$ cat src/sv/bpt_ram.sv
// Generic simple dual-port RAM: one write port, one registered read port.
// Depends on nothing.
module bpt_ram #(
    parameter int WIDTH = 8,
    parameter int DEPTH = 256,
    localparam int AW   = $clog2(DEPTH)
) (
    input  logic             clk,
    input  logic             we,
    input  logic [AW-1:0]    waddr,
    input  logic [WIDTH-1:0] wdata,
    input  logic [AW-1:0]    raddr,
    output logic [WIDTH-1:0] rdata
);

    logic [WIDTH-1:0] mem [DEPTH];

    // Write and registered read
    always_ff @(posedge clk)
    begin
        if (we)
        begin
            mem[waddr] <= wdata;
        end
        rdata <= mem[raddr];
    end

endmodule

$ cat config.mk
export PLATFORM = sky130hd
export DESIGN_NAME = bpt_ram
export DESIGN_NICKNAME = d
export VERILOG_FILES = /design/src/sv/bpt_ram.sv
export SDC_FILE = /design/constraint.sdc
export NUM_CORES = 2
export LEC_CHECK = 0
export ABC_AREA = 1
export BUFFER_PORTS_ARGS = -buffer_cell sky130_fd_sc_hd__buf_2
export CAP_MARGIN = 5
export CORE_MARGIN = 5
export CORE_UTILIZATION = 57
export DETAILED_ROUTE_END_ITERATION = 10
export HOLD_SLACK_MARGIN = 0.02
export PLACE_DENSITY = 0.76
export SLEW_MARGIN = 20
export SYNTH_ARGS = -nofsm -noshare
export SYNTH_HDL_FRONTEND = slang
export SYNTH_SLANG_ARGS = --single-unit
$ cat constraint.sdc
create_clock -name clk -period 1.7 [get_ports clk]
set_input_delay 0.085 -clock clk [delete_from_list [all_inputs] [get_ports clk]]
set_output_delay 0.085 -clock clk [all_outputs]
set_load 0.02 [all_outputs]
==> results.py <==
metrics = {
    "timing": {
        "drv_slew": 0,
        "tightest_slew_ps": 1090,
        "min_period_over_period_pct": 100,
        "fmax_mhz": 588,
        "period_minus_slack_ps": 1700,
        "finalClockSkew_ps": 39.8,
        "finalWorstSetupSlack_ps": -1.40,
        "relSlewSlack_pct": 27.4,
        "grt_setup_unrepaired": "yes",
        "setup_violations": 1,
        "hold_violations": 0,
    },
    "worst_setup_path": {
        "startpoint": "rdata[3]",
        "worst_ep_required_time_ps": 1620,
        "slowest_delay_ps": 480,
        "path_buf_inv": 1,
        "path_cells": "buf_2",
        "cp-start-kind": "flip-flop",
        "cp_top_family": "flip-flops",
        "path_max_fanout": 1,
        "end_kind": "output port",
        "critical_path_class": "flip-flop to output port",
        "timing.rr.start": "mem[129][5]",
        "arrival_ps": 1620,
        "cpMaxStageDelayCell": "dfxtp_1",
    },
    "placed_design": {
        "port_buffers": 33,
        "place.gp.congestion": 0.909,
        "pre_cts_ws_ps": -685,
        "hpwl_um": 144000,
        "dp_cells": 9194,
        "postPlaceCellArea_mm2": 0.0909,
    },
    "detailed_routing": {
        "wl_per_cell_um": 24.3,
        "via_per_inst": 6.19,
        "drc": 0,
        "wl_um": 233000,
        "ant_nets": 0,
        "first_pass_iters": 8,
        "drtIter0Drc": 8729,
        "vias": 59209,
    },
    "clocking": {
        "ctsLongestPathBuffers": 3,
        "cts_setup_buffers": 0,
        "cts_sinks": 2056,
        "cts_max_level": 4,
        "clkSlewWorstSetupHoldPaths_ps": 60,
        "root_buffer": "clkbuf_16",
        "cts_buffers": 191,
        "worstSkewPairLatency_ps": 830,
        "cts_tree": "done",
    },
    "floorplanning": {
        "initial_core_util_pct": 57.3,
        "num_rows": 140,
        "die_area_mm2": 0.154,
        "core_mm2": 0.146,
        "die_h_um": 393,
        "die_x_um": 393,
        "ioPinCount": 34,
    },
    "pwr": {
        "p_int_uw": 81900,
        "switching_share_pct": 22.5,
        "power_density_mw_per_mm2": 1080,
        "irDropWorstVdd_mv": 1.16,
        "pwr-share-comb_pct": 7.1,
        "p_leak_uw": 0.0353,
        "clockPowerShare_pct": 39.9,
        "sequentialPowerShare_pct": 53.0,
        "p_switching_uw": 23700,
    },
    "logic_synthesis": {
        "netlist_area_mm2": 0.0834,
        "ys_ff_latch": 2056,
        "synthDistinctLibCells": 14,
        "avgSynthCellArea_um2": 11.9,
        "synth_fp_nets": 7029,
        "ys_warn_count": 0,
        "ys_seq_area_share_pct": 73.9,
        "syn_inst": 7003,
    },
    "flow_run": {
        "maxCapViolations": 0,
    },
    "run_status": {
        "violations": "setup timing",
        "status": "complete, but fails checks",
    },
    "cells_and_area": {
        "layout.nets": 7510,
        "fillers": 9716,
        "fin_cells": 9570,
        "drive_gt1_share_pct": 14.5,
        "area_growth_pct": 17.0,
        "design_area_mm2": 0.0976,
    },
    "grt": {
        "grt_max_degree": 83,
        "grt_pass1_vias": 57466,
        "gr-usage-all-layers_pct": 30.2,
        "antenna_found_initial": 7,
        "grt_pass1_wl_um": 350000,
        "gr-total-overflow": 0,
    },
    "min_path": {
        "hold_start": "waddr[6]",
        "hp-class": "primary input to flip-flop",
    },
}
-- through the flow --
stage | TNS (ps) | total power, µW | utilization (%) | hold WS, ps
floorplan | 0 | 60500 | - | 184
global placement | -4050 | 63900 | 62.4 | 454
detailed placement | -5110 | 64100 | 62.4 | 453
CTS | -8.04 | 106000 | 66.8 | 24.2
global route | -95.9 | 108000 | 67.0 | 92.8
finish | -1.40 | 106000 | 67.0 | 89.8
-- power groups by stage --
stage / sequential, µW / combinational (µW) / clock (µW)
floorplan: 57000 / 3450 / 0
global placement: 57000 / 6950 / 0
detailed placement: 57000 / 7110 / 0
CTS: 55900 / 7250 / 42300
global route: 55900 / 7920 / 44500
finish: 55900 / 7490 / 42200
-- cells in the mapped netlist --
cell type  number  area, µm²
nand2_1      2123       7970
edfxtp_1     2048      61500
nand3_1      2019      10100
nor2_1        283       1060
buf_2         268       1340
clkbuf_1      112        420
buf_4          46        345
buf_1          40        150
inv_1          36        135
buf_6          16        180
dfxtp_1         8        160
inv_2           2       7.51
buf_8           1       15.0
inv_4           1       6.26
-- what timing repair did --
item | CTS | global route
hold endpoints to repair | 2030 | 0
hold buffers | 14 | 0
resized for setup | 25 | 60
pin swaps | 0 | 6
endpoints found under the setup margin | 10 | 31
-- flip-flops by register name (all words and copies together) (netlist names) --
register  count
mem        2048
rdata         8
-- metal layers --
layer | routed length (µm) | GRT usage [%] | vias to the layer above
met3 | 28800 | 6.15 | 728
met5 | 11 | 0 | -
li1 | - | - | 25840
met2 | 108000 | 47.5 | 4109
met1 | 83000 | 40.6 | 28530
met4 | 12600 | 15.2 | 2
-- layout make-up --
| class | count | area, µm² | area share (%) |
|---|---|---|---|
| Antenna cell | 6 | 15.0 | 0.0154 |
| Multi-Input combinational cell | 4425 | 19500 | 20.0 |
| Clock inverter | 121 | 1110 | 1.13 |
| Sequential cell | 2056 | 61700 | 63.2 |
| Inverter | 39 | 180 | 0.185 |
| Clock buffer | 235 | 5050 | 5.18 |
| Tap cell | 1917 | 2400 | 2.46 |
| Timing Repair Buffer | 771 | 7660 | 7.85 |
-- cell families after synthesis --
kind of cell	count (synthesis)	share of synthesized area, %
buffers and inverters	522	3.12
AND/OR/NAND/NOR	4425	22.9
flip-flops	2056	73.9
-- cell usage in the layout, fill, tap and decap left out, drive strengths merged --
cell,instances
bufinv,17
clkinv,92
edfxtp,2048
clkbuf,236
dlygate4sd3,14
nand3,2019
buf,756
nor2,283
clkinvlp,7
dfxtp,8
inv,44
diode,6
nand2,2123
-- final timing paths --
check / cells past startpoint / slack, ps / end
worst max-delay path: 1 / -1 / rdata[3]
worst min-delay path: 5 / 90 / mem[49][5]
worst max register to register: 10 / -1 / rdata[5]
worst min register to register: 10 / 980 / rdata[1]
Note: power is estimated with default switching activity, not from simulation.
